<file path="config.mk">
export PLATFORM = sky130hd
export DESIGN_NAME = bap_ram
export DESIGN_NICKNAME = d
export VERILOG_FILES = /design/src/rtl/bap_ram.sv
export SDC_FILE = /design/constraint.sdc
export NUM_CORES = 1
export LEC_CHECK = 0
export BUFFER_PORTS_ARGS = -buffer_cell sky130_fd_sc_hd__buf_2
export CORE_ASPECT_RATIO = 1.1
export CORE_MARGIN = 1.5
export CORE_UTILIZATION = 50
export DETAILED_ROUTE_END_ITERATION = 7
export PLACE_DENSITY = 0.67
export SYNTH_ARGS = -nofsm -noshare
export SYNTH_HDL_FRONTEND = slang
export SYNTH_SLANG_ARGS = --single-unit
</file>
<file path="constraint.sdc">
create_clock -name clk -period 4.93 [get_ports clk]
set_input_delay 0.493 -clock clk [delete_from_list [all_inputs] [get_ports clk]]
set_output_delay 0.493 -clock clk [all_outputs]
set_load 0.01 [all_outputs]
</file>
<file path="src/rtl/bap_ram.sv">
module bap_ram #(
	parameter int WIDTH = 8,
	parameter int DEPTH = 16
) (
	input  logic                     clk,
	input  logic                     we,
	input  logic [$clog2(DEPTH)-1:0] waddr,
	input  logic [WIDTH-1:0]         wdata,
	input  logic                     re,
	input  logic [$clog2(DEPTH)-1:0] raddr,
	output logic [WIDTH-1:0]         rdata
);

	logic [WIDTH-1:0] mem [DEPTH];

	always_ff @(posedge clk) begin
		if (we) begin
			mem[waddr] <= wdata;
		end
		if (re) begin
			rdata <= mem[raddr];
		end
	end

endmodule

</file>
==> metrics.yaml, run 1 <==
status: "finished clean"
most-common-layout-cells: "edfxtp_1 (136), buf_2 (26), mux4_2 (18), a22oi_1 (16), clkbuf_16 (16)"
slew_viol_final: 0
critical_path.max_fanout: 32
multi_input_area_um2: 1070
endpoint_kind: "flip-flop"
area_delta_synth_final_pct: 14.8
crit_type: "in -> reg"
drive_gt1_frac: 0.270
via_per_inst: 5.75
grt_max_degree: 33
drv_cap: 0
fp.dieArea_um2: 11100
synth.avg_cell_area_um2: 22.8
yosys_warnings: 0
antenna_found_initial: 0
first_global_vias: 2440
finClkSkew_ns: 0.00528
setup_viol: 0
cts_max_level: 4
drc: 0
synth-seq-area-share: 0.781
initialDrtViolationCount: 231
final_common_cell: "edfxtp_1"
grt_first_pass_wirelength_um: 14300
ant_nets: 0
dp_hpwl_um: 6000
fin_crit_sh: 0.417
holdBufCountCts: 0
initial_core_util: 0.521
rsz0062_at_grt: "false"
rows: 38
slew_headroom: 0.298
path_cells: "buf_2, mux4_1, a22oi_1, nand2_1"
final_nets: 285
clk_latency_ns: 0.53
groute.usage.overall: 0.192
synth_seq_cells: 136
cts_buffers: 17
rrSetupSlack_ns: 3.45
startpoint_type: "input pin"
cellPowerDensity_nw_per_um2: 426
fillCellCount: 720
slowest_delay_ns: 0.78
regArea_um2: 4080
tightest_slew_ns: 1.05
cts.clk_slew.worst_paths_ns: 0.06
root_buffer: "clkbuf_8"
final_util: 0.598
cts_tree: "done"
cts.path.max_buffers: 2
arrival_ns: 2.33
max-vdd-ir-drop_v: 0.000244
startpoint: "raddr[0]"
synth_cell_types: 18
fmax_ghz: 0.487
hold_path.class: "in -> reg"
critical_path_required_ns: 5.20
cpMaxStageDelayCell: "buf_2"
synthCells: 229
antenna_cells: 0
cts_resized: 0
layout_min_cycle_time_ns: 2.05
post_drt_wl_per_cell_um: 22.4
fp.dieH_um: 110
endpoint: "rdata[1]"
reg2reg_to: "rdata[1]"
clock-sinks: 136
vias: 2402
die_x_um: 100
gr-total-overflow: 0
gp_congestion: 0.715
detail_route.wirelength_um: 9350
synth_area_um2: 5230
port-buffer-count: 26
syn_nets: 248
finalHoldViolCount: 0
dr.pass1.iters: 5
core_um2: 10000
cts_setup_buffers: 0
r2r-start: "mem[5][1]"
leakagePower_nw: 1.99
ioPinCount: 27
r2r_cells: 3
fin_setup_tns_ns: 0
==> stage by stage <==
stage               setup WS (ns)  hold slack (ns)  power [mW]  cells  area (µm²)
floorplan                    2.94            0.592        1.40    229        5230
global placement             2.30            0.722        1.44    387        5470
detailed placement           2.30            0.735        1.45    387        5470
CTS                          2.86            0.315        2.58    418        6000
global route                 2.72            0.321        2.63    418        6000
finish                       2.88            0.331        2.56    418        6000
==> metal layers <==
metal	up-vias	wire length [µm]	track usage
met2	77	4690	0.302
met4	0	165	0.0815
met5	-	0	0
met1	1258	4000	0.254
met3	13	485	0.0567
li1	1054	-	-
==> synth_stat cells, drive strengths merged <==
| cell | instances | area [µm²] |
|---|---|---|
| or3b | 1 | 8.76 |
| buf | 7 | 56.3 |
| nand3b | 2 | 15.0 |
| nor2b | 1 | 6.26 |
| nor3 | 4 | 20.0 |
| mux4 | 32 | 773 |
| a22oi | 16 | 120 |
| nand2 | 9 | 33.8 |
| and2b | 1 | 7.51 |
| edfxtp | 136 | 4080 |
| nand2b | 2 | 12.5 |
| clkdlybuf4s25 | 3 | 30.0 |
| nand3 | 1 | 5.00 |
| nor2 | 13 | 48.8 |
| and2 | 1 | 6.26 |
==> power breakdown <==
group	leakage, nW	internal [mW]	switching, mW	total, mW
Clock	0.264	0.701	0.434	1.14
Combinational	0.486	0.0452	0.0667	0.112
Sequential	1.24	1.30	0.00654	1.31
Total	1.99	2.05	0.507	2.56
==> how the worst min path moves through the flow <==
stage / end / cells after the start / from / slack, ns
after floorplan: mem[0][0] / 0 / wdata[0] / 0.59
after global placement: rdata[5] / 3 / mem[14][5] / 0.72
after detailed placement: rdata[5] / 3 / mem[14][5] / 0.74
after CTS: rdata[1] / 1 / re / 0.32
after global routing: rdata[2] / 1 / re / 0.32
final: rdata[6] / 1 / re / 0.33
==> worst max-delay path: cells and delay by family <==
family | cells | cell delay [ns]
AOI/OAI and AO/OA | 1 | 0.23
muxes | 1 | 0.70
and+or+nand+nor | 1 | 0.09
buffers and inverters | 1 | 0.78
==> cell type report <==
| type | instances | area share |
|---|---|---|
| clock inverter | 13 | 0.0188 |
| multi-input combinational | 83 | 0.178 |
| tap | 140 | 0.0292 |
| sequential | 136 | 0.680 |
| timing repair buffer | 28 | 0.0242 |
| clock buffer | 18 | 0.0696 |
==> state kept, by name, summed over array words and instances (netlist names) <==
signal	cells
mem	128
rdata	8
==> kinds of logic (layout without fill, tap and decap cells) <==
family,Yosys count,after routing,synth area share
compound gates,16,16,0.0230
flops,136,136,0.781
buf+inv,10,59,0.0165
mux,32,32,0.148
simple gates,35,35,0.0314
(Power assumes the default switching activity.)
==> inputs of run 2 (changes only) <==
- clock period: 4.93 -> 1.95 ns (I/O delays scaled with it)
==> run 2 against run 1 <==
Global-route usage up 0.57 points. Register-to-register slack worse by 3.0 ns. Clock power grew to 2.6 times the previous value. Critical endpoint is now rdata[0]. Highest routed layer unchanged.
==> metrics.yaml, run 2 (synthesized netlist as in run 1, its figures left out) <==
clk_latency_ns: 0.50  # was 0.53 ns
regArea_um2: 4080  # unchanged
antenna_cells: 0  # unchanged
cts_buffers: 17  # unchanged
area_delta_synth_final_pct: 18.2  # was 14.8%
rows: 38  # unchanged
first_global_vias: 2562  # was 2440
final_common_cell: "edfxtp_1"  # unchanged
dp.cells: 405  # was 387
leakagePower_nw: 2.10  # was 1.99 nW
cts_tree: "done"  # unchanged
power_frac_clock: 0.453  # was 0.444
grt_first_pass_wirelength_um: 15000  # was 14300 µm
cts_setup_buffers: 0  # unchanged
reg_top3: "mem: 128 flops, rdata: 8 flops"  # unchanged
p_comb_frac: 0.046  # was 0.044
setup_viol: 0  # unchanged
status: "finished clean"  # unchanged
startpoint_type: "flip-flop"  # was input pin
root_buffer: "clkbuf_8"  # unchanged
p_int_mw: 5.34  # was 2.05 mW
layout_min_cycle_time_ns: 1.52
vias: 2456  # was 2402
fin_area_um2: 6180  # was 6000 µm²
cts_resized: 0  # unchanged
slew_viol_final: 0  # unchanged
grt_max_degree: 33  # unchanged
core_um2: 10000  # unchanged
cpMaxStageDelayCell: "mux4_1"  # was buf_2
path_cells: "mux4_1, a22oi_1, nand2_1"  # was buf_2, mux4_1, a22oi_1, nand2_1
final_cells: 437  # was 418
largest_reg_flops: 128  # unchanged
finClkSkew_ns: 0.00386  # was 0.00528 ns
finalHoldViolCount: 0  # unchanged
clock-sinks: 136  # unchanged
initialDrtViolationCount: 170  # was 231
cts_max_level: 4  # unchanged
final_nets: 303  # was 285
path_buf_inv: 0  # was 1
final.hold.worst_slack_ns: 0.0510  # was 0.331 ns
fin_setup_tns_ns: 0  # unchanged
dr.pass1.iters: 4  # was 5
drive_gt1_frac: 0.306  # was 0.270
slowest_delay_ns: 0.51  # was 0.78 ns
place_ws_ns: 0.116  # was 2.30 ns
die_x_um: 100  # unchanged
initial_core_util: 0.521  # unchanged
antenna_found_initial: 0  # unchanged
hold_path.class: "in -> reg"  # unchanged
slew_headroom: 0.603  # was 0.298
rsz0062_at_grt: "false"  # unchanged
ant_nets: 0  # unchanged
cts.clk_slew.worst_paths_ns: 0.06  # about the same
drv_cap: 0  # unchanged
dp_hpwl_um: 6150  # was 6000 µm
port-buffer-count: 26  # unchanged
gr-total-overflow: 0  # unchanged
fp.dieArea_um2: 11100  # unchanged
fp.dieH_um: 110  # unchanged
crit_type: "reg -> reg"  # was in -> reg
fillCellCount: 688  # was 720
fmax_ghz: 0.656
arrival_ns: 1.77  # was 2.33 ns
p_sw_mw: 1.27  # was 507 µW
ioPinCount: 27  # unchanged
cellPowerDensity_nw_per_um2: 1070  # was 426 nW/µm²
drc: 0  # unchanged
fin_crit_sh: 0.782
endpoint_kind: "flip-flop"  # unchanged
post_drt_wl_per_cell_um: 22.0  # was 22.4 µm
tightest_slew_ns: 0.594  # was 1.05 ns
max-vdd-ir-drop_v: 0.000796  # was 0.000244 V
finalWorstSetupSlack_ns: 0.425  # was 2.88 ns
place_area_um2: 5620  # was 5470 µm²
switching_share: 0.192  # was 0.198
groute.usage.overall: 0.198  # was 0.192
most-common-layout-cells: "edfxtp_1 (136), buf_2 (26), mux4_2 (18), buf_4 (18)"  # was edfxtp_1 (136), buf_2 (26), mux4_2 (18), a22oi_1 (16), clkbuf_16 (16)
via_per_inst: 5.62  # was 5.75
gp_congestion: 0.745  # was 0.715
cts.path.max_buffers: 2  # unchanged
critical_path_required_ns: 2.20  # was 5.20 ns
seqPwrFrac: 0.501  # was 0.512
regMostFlops: "mem"  # unchanged
critical_path.max_fanout: 1  # was 32
multi_input_area_um2: 1060  # was 1070 µm²
detail_route.wirelength_um: 9610  # was 9350 µm
holdBufCountCts: 0  # unchanged
critical-path-top-delay-family: "multiplexers"  # was buffers and inverters
## run 2: path summary, 6_finish.rpt
path	from	to	slack [ns]	depth (start not counted)
worst min register to register	mem[14][2]	rdata[2]	0.75	3
worst max register to register	mem[1][0]	rdata[0]	0.43	3
worst min-delay path	re	rdata[2]	0.05	1
worst max-delay path	mem[1][0]	rdata[0]	0.43	3
## run 2: through the flow
| step | util | power [mW] |
|---|---|---|
| floorplan | - | 3.54 |
| global placement | 0.560 | 3.67 |
| detailed placement | 0.560 | 3.68 |
| CTS | 0.616 | 6.66 |
| global route | 0.616 | 6.80 |
| finish | 0.616 | 6.60 |
## run 2: area by class of cell
cell class,instances,share of cell area
flip-flops and latches,136,0.661
multi-input cells,83,0.171
clock buffers,19,0.0682
repair buffers,46,0.0494
well taps,140,0.0284
clock inverters,13,0.0219
## run 2: per-layer routing
layer,wire (µm),vias to the layer above,track usage
li1,-,1088,-
met2,4940,72,0.330
met3,507,8,0.0511
met5,0,-,0
met1,4070,1288,0.259
met4,89,0,0.0634
## run 2: power by group through the flow
stage               clock [mW]  sequential [mW]  combinational (mW)
global placement             0             3.37               0.296
floorplan                    0             3.37               0.166
CTS                       3.04             3.31               0.307
global route              3.15             3.32               0.330
detailed placement           0             3.37               0.304
finish                    2.99             3.31               0.304
