File: src/rtl/bap_pkg.sv
package bap_pkg;

	localparam int MAX_WIDTH  = 2048;
	localparam int MAX_HEIGHT = 4096;
	localparam int MAX_TILE   = 64;

	localparam int PIX_W  = 8;
	localparam int BS_W   = 7;
	localparam int IW_W   = 12;
	localparam int IH_W   = 13;
	localparam int COL_W  = 11;
	localparam int ROW_W  = 12;
	localparam int OFF_W  = 6;
	localparam int SUM_W  = 20;
	localparam int CNT_W  = 13;
	localparam int STEP_W = 5;
	localparam int CFG_W  = 13;
	localparam int IDX_W  = 2;
	localparam int ENTRY_W = 3 * SUM_W;

	localparam logic [IDX_W-1:0] REG_BLOCK_SIZE   = 2'd0;
	localparam logic [IDX_W-1:0] REG_IMAGE_WIDTH  = 2'd1;
	localparam logic [IDX_W-1:0] REG_IMAGE_HEIGHT = 2'd2;

	typedef logic [2:0][SUM_W-1:0] sum3_t;
	typedef logic [2:0][PIX_W-1:0] pix3_t;

	typedef enum logic [3:0] {
		ST_IDLE = 4'b0001,
		ST_ACC  = 4'b0010,
		ST_DIV  = 4'b0100,
		ST_PUSH = 4'b1000
	} state_t;

	typedef struct packed {
		logic busy;
		logic done;
	} div_stat_t;

endpackage

File: src/rtl/bap_div.sv
module bap_div import bap_pkg::*; (
	input  logic             clk,
	input  logic             arst_n,
	input  logic             start,
	input  sum3_t            sums,
	input  logic [CNT_W-1:0] count,
	output div_stat_t        stat,
	output pix3_t            avg
);

	logic              busy_q, round_q, done_q;
	logic [STEP_W-1:0] step_q;
	logic [CNT_W-1:0]  cnt_q;
	sum3_t             dvd_q;
	logic [2:0][CNT_W-1:0] rem_q;
	pix3_t             avg_q;
	logic [2:0][CNT_W-1:0] trial;
	logic [2:0]        ge;
	logic [2:0][CNT_W:0] twice;
	logic [2:0]        up;
	logic [2:0][SUM_W:0] qr;

	always_comb begin
		for (int c = 0; c < 3; c++) begin
			trial[c] = {rem_q[c][CNT_W-2:0], dvd_q[c][SUM_W-1]};
			ge[c]    = trial[c] >= cnt_q;
			twice[c] = {rem_q[c], 1'b0};
			// Round half to even: a remainder of exactly half rounds up on an odd quotient.
			up[c] = (twice[c] > {1'b0, cnt_q}) ||
				((twice[c] == {1'b0, cnt_q}) && dvd_q[c][0]);
			qr[c] = {1'b0, dvd_q[c]} + {{SUM_W{1'b0}}, up[c]};
		end
	end

	always_ff @(posedge clk or negedge arst_n) begin
		if (!arst_n) begin
			busy_q  <= 1'b0;
			round_q <= 1'b0;
			done_q  <= 1'b0;
			step_q  <= '0;
		end else begin
			done_q <= 1'b0;
			if (start) begin
				busy_q <= 1'b1;
				step_q <= '0;
			end else if (busy_q) begin
				step_q <= step_q + 1'b1;
				if (step_q == STEP_W'(SUM_W - 1)) begin
					busy_q  <= 1'b0;
					round_q <= 1'b1;
				end
			end else if (round_q) begin
				round_q <= 1'b0;
				done_q  <= 1'b1;
			end
		end
	end

	always_ff @(posedge clk) begin
		if (start) begin
			dvd_q <= sums;
			rem_q <= '0;
			cnt_q <= count;
		end else if (busy_q) begin
			for (int c = 0; c < 3; c++) begin
				rem_q[c] <= ge[c] ? trial[c] - cnt_q : trial[c];
				dvd_q[c] <= {dvd_q[c][SUM_W-2:0], ge[c]};
			end
		end else if (round_q) begin
			for (int c = 0; c < 3; c++) begin
				avg_q[c] <= (qr[c] > (SUM_W+1)'(255)) ? 8'd255 : qr[c][PIX_W-1:0];
			end
		end
	end

	assign stat.busy = busy_q | round_q;
	assign stat.done = done_q;
	assign avg       = avg_q;

endmodule

File: config.mk
export PLATFORM = sky130hd
export DESIGN_NAME = bap_div
export DESIGN_NICKNAME = d
export VERILOG_FILES = /design/src/rtl/bap_pkg.sv /design/src/rtl/bap_div.sv
export SDC_FILE = /design/constraint.sdc
export NUM_CORES = 1
export LEC_CHECK = 0
export ABC_AREA = 1
export BUFFER_PORTS_ARGS = -buffer_cell sky130_fd_sc_hd__buf_2
export CAP_MARGIN = 20
export CORE_ASPECT_RATIO = 0.7
export CORE_MARGIN = 8
export CORE_UTILIZATION = 31
export DETAILED_ROUTE_END_ITERATION = 10
export GPL_ROUTABILITY_DRIVEN = 0
export PLACE_DENSITY = 0.5
export SLEW_MARGIN = 0
export SYNTH_ARGS = -nofsm -noshare
export SYNTH_HDL_FRONTEND = slang
export SYNTH_SLANG_ARGS = --single-unit
File: constraint.sdc
create_clock -name clk -period 4.1 [get_ports clk]
set_input_delay 0 -clock clk [delete_from_list [all_inputs] [get_ports clk]]
set_output_delay 0 -clock clk [all_outputs]
set_load 0.1 [all_outputs]
==> results of run 1 <==
area by class of cell:
| class | instances | share of cell area |
|---|---|---|
| clock buffers | 19 | 0.0359 |
| clock inverters | 13 | 0.0104 |
| inverters | 196 | 0.0596 |
| multi-input cells | 1046 | 0.430 |
| flip-flops and latches | 144 | 0.315 |
| well taps | 427 | 0.0433 |
| repair buffers | 181 | 0.105 |
flip-flops by register name, indices dropped and copies added, names as in the netlist:
signal and flops:
round_q 1, cnt_q 13, step_q 5, done_q 1, avg 24, rem_q 39
dvd_q 60, busy_q 1
layer usage:
| metal | up-vias | routed length (um) | track usage |
|---|---|---|---|
| li1 | 4938 | - | - |
| met1 | 4304 | 14600 | 0.214 |
| met2 | 209 | 12700 | 0.227 |
| met3 | 24 | 1340 | 0.0309 |
| met4 | 0 | 361 | 0.0399 |
| met5 | - | 0 | 0 |
worst max-delay path, cell delays in order, from the launching register on:
cell	delay, ns
edfxtp_1	0.33
inv_1	0.10
ha_1	0.42
inv_1	0.08
nor2_1	0.22
nand2_1	0.08
o211a_1	0.23
a21oi_1	0.22
ha_1	0.25
ha_1	0.22
nand2_1	0.15
nor2_4	0.17
nand2_2	0.09
nor2_1	0.12
nor2_1	0.05
nor2_1	0.09
nand2_1	0.09
nor2_4	0.19
nand4_1	0.12
worst max path at each step:
stage	endpoint	cells past startpoint	start	slack [ns]
after floorplan	avg[0]	4	busy_q	0.68
after global placement	avg[17]	21	cnt_q[1]	0.68
after detailed placement	avg[17]	20	cnt_q[12]	0.64
after CTS	avg[17]	20	cnt_q[12]	0.61
after global routing	avg[18]	19	cnt_q[1]	0.22
final	avg[15]	18	cnt_q[12]	0.63
per-stage QoR:
step	power [mW]	cells	cell area (um^2)	worst slack, ns	hold WS [ns]
3_3_place_gp	2.83	1919	11000	0.681	-0.135
2_1_floorplan	2.54	1415	10100	0.675	-0.296
4_1_cts	4.42	2026	12300	0.613	0.143
3_5_place_dp	2.81	1919	11000	0.638	-0.135
6_report	4.38	2026	12300	0.632	0.163
5_1_grt	4.64	2026	12300	0.222	0.206
kinds of logic (layout without fill, tap and decap cells):
logic type	count (synthesis)	in the layout	share of synthesized area
xor+xnor	36	36	0.0313
buf+inv	225	409	0.0876
simple gates	830	830	0.362
compound gates	131	131	0.0694
fa+ha+maj	49	49	0.0631
flops	144	144	0.387
timing repair:
action                    in CTS  in global routing
hold endpoints to repair      81                  0
resized for setup              0                  0
buffers inserted               0                  0
hold buffers                  75                  0
cell usage after synthesis:
cell type and number:
a21o_1 2, a21oi_1 29, a21oi_2 3, a31oi_1 2, and2_0 1, buf_4 6, buf_6 2, clkbuf_1 21
dfrtp_1 8, dfxtp_1 39, edfxtp_1 97, fa_1 3, ha_1 46, inv_1 192, inv_2 4, nand2_1 476
nand2_2 5, nand2_4 2, nand3_1 114, nand3_2 6, nand3b_1 2, nand4_1 53, nand4_2 2, nor2_1 125
nor2_2 17, nor2_4 13, nor3_1 12, nor3_2 1, nor4_1 1, o211a_1 3, o211ai_1 1, o21ai_0 60
o21ai_1 28, o21bai_1 3, xnor2_1 12, xor2_1 24
where the power goes:
group	switching, mW	total (mW)	internal, mW
registers	0.122	1.80	1.68
logic	0.649	1.05	0.398
clock network	0.679	1.54	0.861
total	1.45	4.38	2.93
==> impl_metrics.py, run 1 <==
metrics = {
    "clock_network": {
        "clk_latency_ns": 0.45,
        "cts_tree": "yes",
        "cts_max_level": 4,
        "numClockSinks": 144,
        "clockBufferDepth": 2,
        "cts_root_buf": "clkbuf_16",
        "numCtsBuffers": 17,
        "clkSlewWorstSetupHoldPaths_ns": 0.07,
    },
    "cells_and_area": {
        "areaGrowthSynthToFinish_pct": 22.5,
        "layout-drive-gt1-share": 0.121,
        "num-nets-final": 1711,
        "fillers": 3360,
        "regArea_um2": 3890,
        "antenna_cells": 0,
        "layout_commonest_cell": "nand2_1",
        "layout_common_cells": "476 x nand2_1, 191 x inv_1, 122 x nor2_1",
        "multiInputGateArea_um2": 5310,
        "post-route-util": 0.384,
    },
    "setup_path": {
        "cp.arrival_ns": 3.65,
        "cp.required_ns": 4.28,
        "rr_startpoint": "cnt_q[12]",
        "r2r-end": "avg[15]",
        "cp-end-kind": "flop",
        "cp_max_fo": 8,
        "ff2ff_path_depth": 18,
        "path_class": "flop to flop",
        "ff2ff_setup_slack_ns": 0.63,
        "timing.critical_path.from_type": "flop",
    },
    "global_routing": {
        "grt_pass1_wl_um": 46800,
        "grt_pass1_vias": 8903,
        "grt_max_degree": 64,
        "grt.overflow.total": 0,
        "grt_usage": 0.150,
        "antenna_found_initial": 0,
    },
    "die": {
        "die-area_um2": 38600,
        "chipWidth_um": 231,
        "start_util": 0.313,
        "rows": 55,
        "core_um2": 32100,
        "die_h_um": 167,
        "io_pins": 102,
    },
    "logic_synthesis": {
        "yosysWarnings": 0,
        "synth_top_area_cell": "edfxtp_1",
        "synth_seq_cells": 144,
        "avgSynthCellArea_um2": 7.12,
        "netlist.area_leader.share": 0.289,
        "synth_area_um2": 10100,
        "ys_top_cells_by_area": "edfxtp_1 29%, nand2_1 18%, dfxtp_1 7.8%",
        "syn_nets": 1540,
        "ys_types": 36,
        "syn_inst": 1415,
        "yosysSeqAreaShare": 0.387,
    },
    "route": {
        "ant_nets": 0,
        "routed_wl_um": 29000,
        "drt-vias-per-instance": 4.68,
        "drt-pass1-iter-count": 5,
        "routedWlPerCell_um": 14.3,
        "route.detailed.drc": 0,
        "dr.first_iter.drc_count": 643,
        "num_vias": 9475,
    },
    "timing": {
        "min_period_ns": 3.47,
        "fin_skew_ns": 0.0109,
        "fin_setup_tns_ns": 0,
        "worst_pin_slew_ns": 0.823,
        "grt_setup_unrepaired": "no",
        "post-route-period-util": 0.846,
        "setup_viol": 0,
        "final_hold_viol_count": 0,
        "slew_headroom": 0.451,
        "slew_violations": 0,
        "fmax_ghz": 0.288,
    },
    "worst_hold_path": {
        "worst_hold_path.endpoint": "step_q[0]",
        "hp-start": "start",
        "hold_path.class": "primary input to flop",
        "whs_path_depth": 2,
    },
    "placed_design": {
        "port_buffers": 101,
        "place_hpwl_um": 22200,
    },
    "power": {
        "ir_worst_vdd_uv": 250,
        "power_leakage_nw": 5.74,
        "power_density_nw_per_um2": 355,
    },
    "job": {
        "drv_cap": 0,
    },
    "status": {
        "status": "finished, final reports clean",
    },
}
(Power assumes the default switching activity.)
==> run 2: changes to the inputs <==
==> constraint.sdc (replaced) <==
create_clock -name clk -period 3.6 [get_ports clk]
set_input_delay 0 -clock clk [delete_from_list [all_inputs] [get_ports clk]]
set_output_delay 0 -clock clk [all_outputs]
set_load 0.1 [all_outputs]
==> run 2 against run 1 <==
Flip-flop and latch count stayed put. Non-clock buffer count is 6 higher. Count of clock-buffer cells in the layout is 1 lower. Utilization is 0.83 points higher. Critical path type unchanged. Hold slack worse by 0.0029 ns. Fmax is 5.0% higher. Critical path depth is 1 higher.
==> impl_metrics.py, run 2 (synthesized netlist as in run 1, its figures left out) <==
metrics = {
    "cells_and_area": {
        "num-nets-final": 1717,
        "post-route-util": 0.392,
        "design_area_um2": 12600,
        "layout_commonest_cell": "nand2_1",
        "layout_common_cells": "475 x nand2_1, 184 x inv_1, 117 x nor2_1",
        "fillers": 3366,
        "areaGrowthSynthToFinish_pct": 25.2,
        "antenna_cells": 0,
        "regMostFlops": "dvd_q",
        "layout-drive-gt1-share": 0.147,
        "multiInputGateArea_um2": 5520,
        "regArea_um2": 3890,
        "largest_register_ffs": 60,
    },
    "die": {
        "die_h_um": 167,
        "rows": 55,
        "core_um2": 32100,
        "io_pins": 102,
        "die-area_um2": 38600,
        "chipWidth_um": 231,
        "start_util": 0.313,
    },
    "job": {
        "drv_cap": 0,
    },
    "worst_hold_path": {
        "hold_path.class": "primary input to flop",
        "whs_path_depth": 2,
    },
    "timing": {
        "setup_viol": 0,
        "fin_skew_ns": 0.0124,
        "final_hold_viol_count": 0,
        "min_period_ns": 3.30,
        "post-route-period-util": 0.918,
        "worst_pin_slew_ns": 0.922,
        "fmax_ghz": 0.303,
        "slew_violations": 0,
        "slew_headroom": 0.385,
    },
    "clock_network": {
        "numClockSinks": 144,
        "clk_latency_ns": 0.45,
        "clockBufferDepth": 2,
        "numCtsBuffers": 17,
        "cts_tree": "yes",
        "clkSlewWorstSetupHoldPaths_ns": 0.06,
        "cts_root_buf": "clkbuf_16",
        "cts_max_level": 4,
    },
    "power": {
        "seqPwrFrac": 0.401,
        "intPower_mw": 3.44,
        "combinationalPowerShare": 0.247,
        "power_density_nw_per_um2": 405,
        "p_clk_frac": 0.351,
        "sw_frac_of_total": 0.327,
        "netSwitchingPower_mw": 1.67,
        "power_leakage_nw": 5.74,
        "ir_worst_vdd_uv": 224,
    },
    "route": {
        "drt-vias-per-instance": 4.69,
        "drt-pass1-iter-count": 5,
        "ant_nets": 0,
        "route.detailed.drc": 0,
        "routed_wl_um": 29300,
        "dr.first_iter.drc_count": 611,
        "routedWlPerCell_um": 14.4,
        "num_vias": 9520,
    },
    "setup_path": {
        "path_class": "flop to flop",
        "cp.required_ns": 3.77,
        "ff2ff_path_depth": 19,
        "cp_max_fo": 8,
        "timing.critical_path.from_type": "flop",
        "cp-end-kind": "flop",
        "cp.arrival_ns": 3.48,
        "ff2ff_setup_slack_ns": 0.30,
    },
    "status": {
        "status": "finished, final reports clean",
    },
    "global_routing": {
        "grt_max_degree": 70,
        "antenna_found_initial": 0,
        "grt_pass1_vias": 9148,
        "grt_pass1_wl_um": 47600,
        "grt_usage": 0.151,
        "grt.overflow.total": 0,
    },
    "placed_design": {
        "place_hpwl_um": 22400,
        "post_dp_cell_area_um2": 11100,
        "port_buffers": 101,
    },
}
## run 2: cell count changes in the layout (fill, tap and decap cells not counted), moves of 3 or more
cell | previous run | this run
buf_4 | 6 | 12
inv_1 | 191 | 184
inv_2 | 5 | 12
nor2_1 | 122 | 117
nor2_2 | 19 | 22
ha_1 | 46 | 27
ha_4 | 0 | 12
ha_2 | 0 | 7
## run 2: cell type report
type / instances / share of cell area
multi-input cells: 1046 / 0.438
flip-flops and latches: 144 / 0.309
repair buffers: 187 / 0.106
inverters: 196 / 0.0583
well taps: 427 / 0.0424
clock buffers: 18 / 0.0340
clock inverters: 14 / 0.0124
## run 2: power groups by stage
| stage | registers (mW) | clock network, mW | logic (mW) |
|---|---|---|---|
| finish | 2.05 | 1.80 | 1.26 |
| global route | 2.07 | 1.90 | 1.44 |
| CTS | 2.04 | 1.85 | 1.21 |
| detailed placement | 2.07 | 0 | 1.14 |
| global placement | 2.08 | 0 | 1.14 |
| floorplan | 2.03 | 0 | 0.859 |
## run 2: final timing paths
| kind | endpoint | start |
|---|---|---|
| worst max-delay path | avg[15] | cnt_q[2] |
| worst min-delay path | step_q[0] | start |
| worst max register to register | avg[15] | cnt_q[2] |
| worst min register to register | rem_q[12] | rem_q[12] |
| max in group asynchronous | step_q[0] | arst_n |
| min in group asynchronous | done_q | arst_n |
## run 2: routing by layer
layer  GRT usage  vias to the layer above  routed length, um
met1       0.218                     4391              15000
met3      0.0358                       16               1350
met4      0.0300                        0                197
li1            -                     4950                  -
met5           0                        -                  0
met2       0.228                      163              12800
## run 2: critical path, stage by stage (launching register included)
cell	delay (ns)
edfxtp_1	0.34
inv_2	0.09
ha_2	0.40
nand2_1	0.13
nor2_4	0.12
o21ai_0	0.10
nand3_1	0.08
nand4_1	0.09
a21oi_2	0.20
ha_2	0.23
ha_1	0.19
nand2_1	0.14
nor2_4	0.16
nand2_2	0.09
nor2_1	0.11
nor2_1	0.04
nor2_1	0.10
nand2_1	0.09
nor2_4	0.20
nand4_1	0.13
## run 2: timing repair
action                                  4_1_cts  5_1_grt
setup buffers                                 0        1
resized for setup                             0       40
endpoints found under the setup margin        0       24
endpoints found under the hold margin        81        0
hold buffers                                 75        0
## run 2: metrics by stage
stage	power [mW]	TNS, ns	hold WS [ns]	instances	setup slack, ns
after floorplan	2.89	0	-0.296	1415	0.175
after global placement	3.22	0	-0.136	1924	0.236
after detailed placement	3.21	0	-0.139	1924	0.134
after CTS	5.10	0	0.132	2031	0.116
after global routing	5.42	-0.00814	0.189	2032	-0.00506
final	5.11	0	0.161	2032	0.296
==> run 3: changes to the inputs <==
==> constraint.sdc (replaced) <==
create_clock -name clk -period 3.34 [get_ports clk]
set_input_delay 0 -clock clk [delete_from_list [all_inputs] [get_ports clk]]
set_output_delay 0 -clock clk [all_outputs]
set_load 0.01 [all_outputs]
==> run 3 against run 2 <==
Sequential power up 9%. Non-clock buffer count grew 46. Wire length up 2.4%. Setup slack lost 0.081 ns. Count of clock-buffer cells in the layout grew 2. Register-to-register slack lost 0.08 ns. Clock power up 14%. Clock skew shrank 0.0051 ns. Critical path type unchanged. Sequential share of layout area down 1.8 points. Global-route usage rose by 0.25 points. Design area grew 6.1%.
==> impl_metrics.py, run 3 (synthesized netlist as in run 1, its figures left out) <==
metrics = {
    "clock_network": {
        "clkSlewWorstSetupHoldPaths_ns": 0.06,
        "numCtsBuffers": 17,
        "numClockSinks": 144,
        "clk_latency_ns": 0.44,
        "cts_tree": "yes",
        "cts_max_level": 4,
        "cts_root_buf": "clkbuf_16",
        "clockBufferDepth": 2,
    },
    "die": {
        "start_util": 0.313,
        "die_h_um": 167,
        "io_pins": 102,
        "die-area_um2": 38600,
        "rows": 55,
        "core_um2": 32100,
        "chipWidth_um": 231,
    },
    "setup_path": {
        "timing.critical_path.from_type": "flop",
        "cp.required_ns": 3.50,
        "cp-end-kind": "flop",
        "path_class": "flop to flop",
        "cp.arrival_ns": 3.29,
        "cp_max_fo": 8,
    },
    "power": {
        "ir_worst_vdd_uv": 329,
        "power_density_nw_per_um2": 436,
        "power_leakage_nw": 6.04,
    },
    "cells_and_area": {
        "fillers": 3273,
        "layout_common_cells": "462 x nand2_1, 177 x inv_1, 112 x nor2_1",
        "layout-drive-gt1-share": 0.202,
        "post-route-util": 0.416,
        "num-nets-final": 1763,
        "regMostFlops": "dvd_q",
        "layout_commonest_cell": "nand2_1",
        "areaGrowthSynthToFinish_pct": 32.9,
        "instances_no_fill": 2078,
        "antenna_cells": 0,
        "largest_register_ffs": 60,
    },
    "global_routing": {
        "antenna_found_initial": 0,
        "grt_usage": 0.154,
        "grt_pass1_wl_um": 48200,
        "grt.overflow.total": 0,
        "grt_pass1_vias": 9369,
        "grt_max_degree": 71,
    },
    "timing": {
        "slew_violations": 0,
        "slew_headroom": 0.422,
        "worst_pin_slew_ns": 0.865,
        "min_period_ns": 3.12,
        "final_hold_viol_count": 0,
        "fin_skew_ns": 0.00733,
        "fmax_ghz": 0.320,
        "post-route-period-util": 0.936,
        "fin_hold_ws_ns": 0.135,
        "setup_viol": 0,
    },
    "route": {
        "num_vias": 9620,
        "route.detailed.drc": 0,
        "routed_wl_um": 30000,
        "ant_nets": 0,
        "drt-vias-per-instance": 4.63,
        "drt-pass1-iter-count": 5,
        "dr.first_iter.drc_count": 571,
        "routedWlPerCell_um": 14.4,
    },
    "placed_design": {
        "port_buffers": 101,
        "place_inst": 1962,
        "place_hpwl_um": 22800,
    },
    "status": {
        "status": "finished, final reports clean",
    },
    "worst_hold_path": {
        "hold_path.class": "primary input to flop",
    },
    "job": {
        "drv_cap": 0,
    },
}
-- run 3: cell types whose count changed in the layout (fill, tap and decap cells not counted), moves of 5 or more --
cell,previous run,this run
nand2_2,6,16
buf_4,12,56
nand2_1,475,462
nor2_1,117,112
ha_4,12,27
nor2_2,22,27
nand3_1,113,98
inv_1,184,177
ha_1,27,15
nand3_2,7,20
inv_4,0,6
-- run 3: critical path: stages, from the launching register on --
cell and delay, ns:
edfxtp_1 0.37, inv_4 0.07, ha_4 0.28, nand2_1 0.09, nor2_1 0.14, o21ai_0 0.10, nand3_1 0.08, nand4_1 0.09
a21oi_2 0.18, ha_2 0.21, ha_2 0.18, nand2_2 0.09, nor2_4 0.21, nand2_2 0.11, o21ai_1 0.15, nand4_1 0.14
nor2_4 0.22, nand4_1 0.16
-- run 3: metal layers --
layer	routed length [um]	vias to the layer above	share of wire	track usage
met5	0	-	0	0
met4	499	0	0.017	0.0390
met3	1280	27	0.043	0.0341
met2	13000	150	0.43	0.234
met1	15200	4399	0.51	0.218
li1	-	5044	-	-
-- run 3: worst paths after layout --
path	from	to	slack, ns	cells after the start
max	cnt_q[3]	avg[8]	0.22	17
min	start	step_q[2]	0.14	2
max reg2reg	cnt_q[3]	avg[8]	0.22	17
min reg2reg	rem_q[3]	rem_q[3]	0.48	2
max in group asynchronous	arst_n	step_q[1]	2.50	3
min in group asynchronous	arst_n	step_q[0]	0.55	3
-- run 3: stage by stage --
step | setup slack (ns) | power, mW | cell area [um^2] | setup TNS, ns
2_1_floorplan | 0.158 | 3.11 | 10100 | 0
3_3_place_gp | 0.0519 | 3.57 | 11300 | 0
3_5_place_dp | -0.0100 | 3.56 | 11300 | -0.0100
4_1_cts | 0.0111 | 5.72 | 12700 | 0
5_1_grt | -0.0343 | 6.18 | 13400 | -0.206
6_report | 0.215 | 5.83 | 13400 | 0
-- run 3: final cells by class --
type	count	area, um^2	area share
multi-input cells	1046	5870	0.438
well taps	427	534	0.0399
clock inverters	12	184	0.0137
inverters	196	754	0.0564
repair buffers	233	1700	0.127
clock buffers	20	447	0.0334
flip-flops and latches	144	3890	0.291
-- run 3: report_power, final --
part | total [mW] | internal, mW | switching [mW]
clock network | 2.06 | 1.27 | 0.790
logic | 1.53 | 0.663 | 0.871
registers | 2.23 | 2.06 | 0.172
-- run 3: what timing repair did --
action                                  CTS  global route
hold endpoints to repair                 81             0
endpoints found under the setup margin    2            24
gates resized for setup                   1           112
buffers inserted                          0             9
hold buffers                             75             0
pin swaps                                 0            32
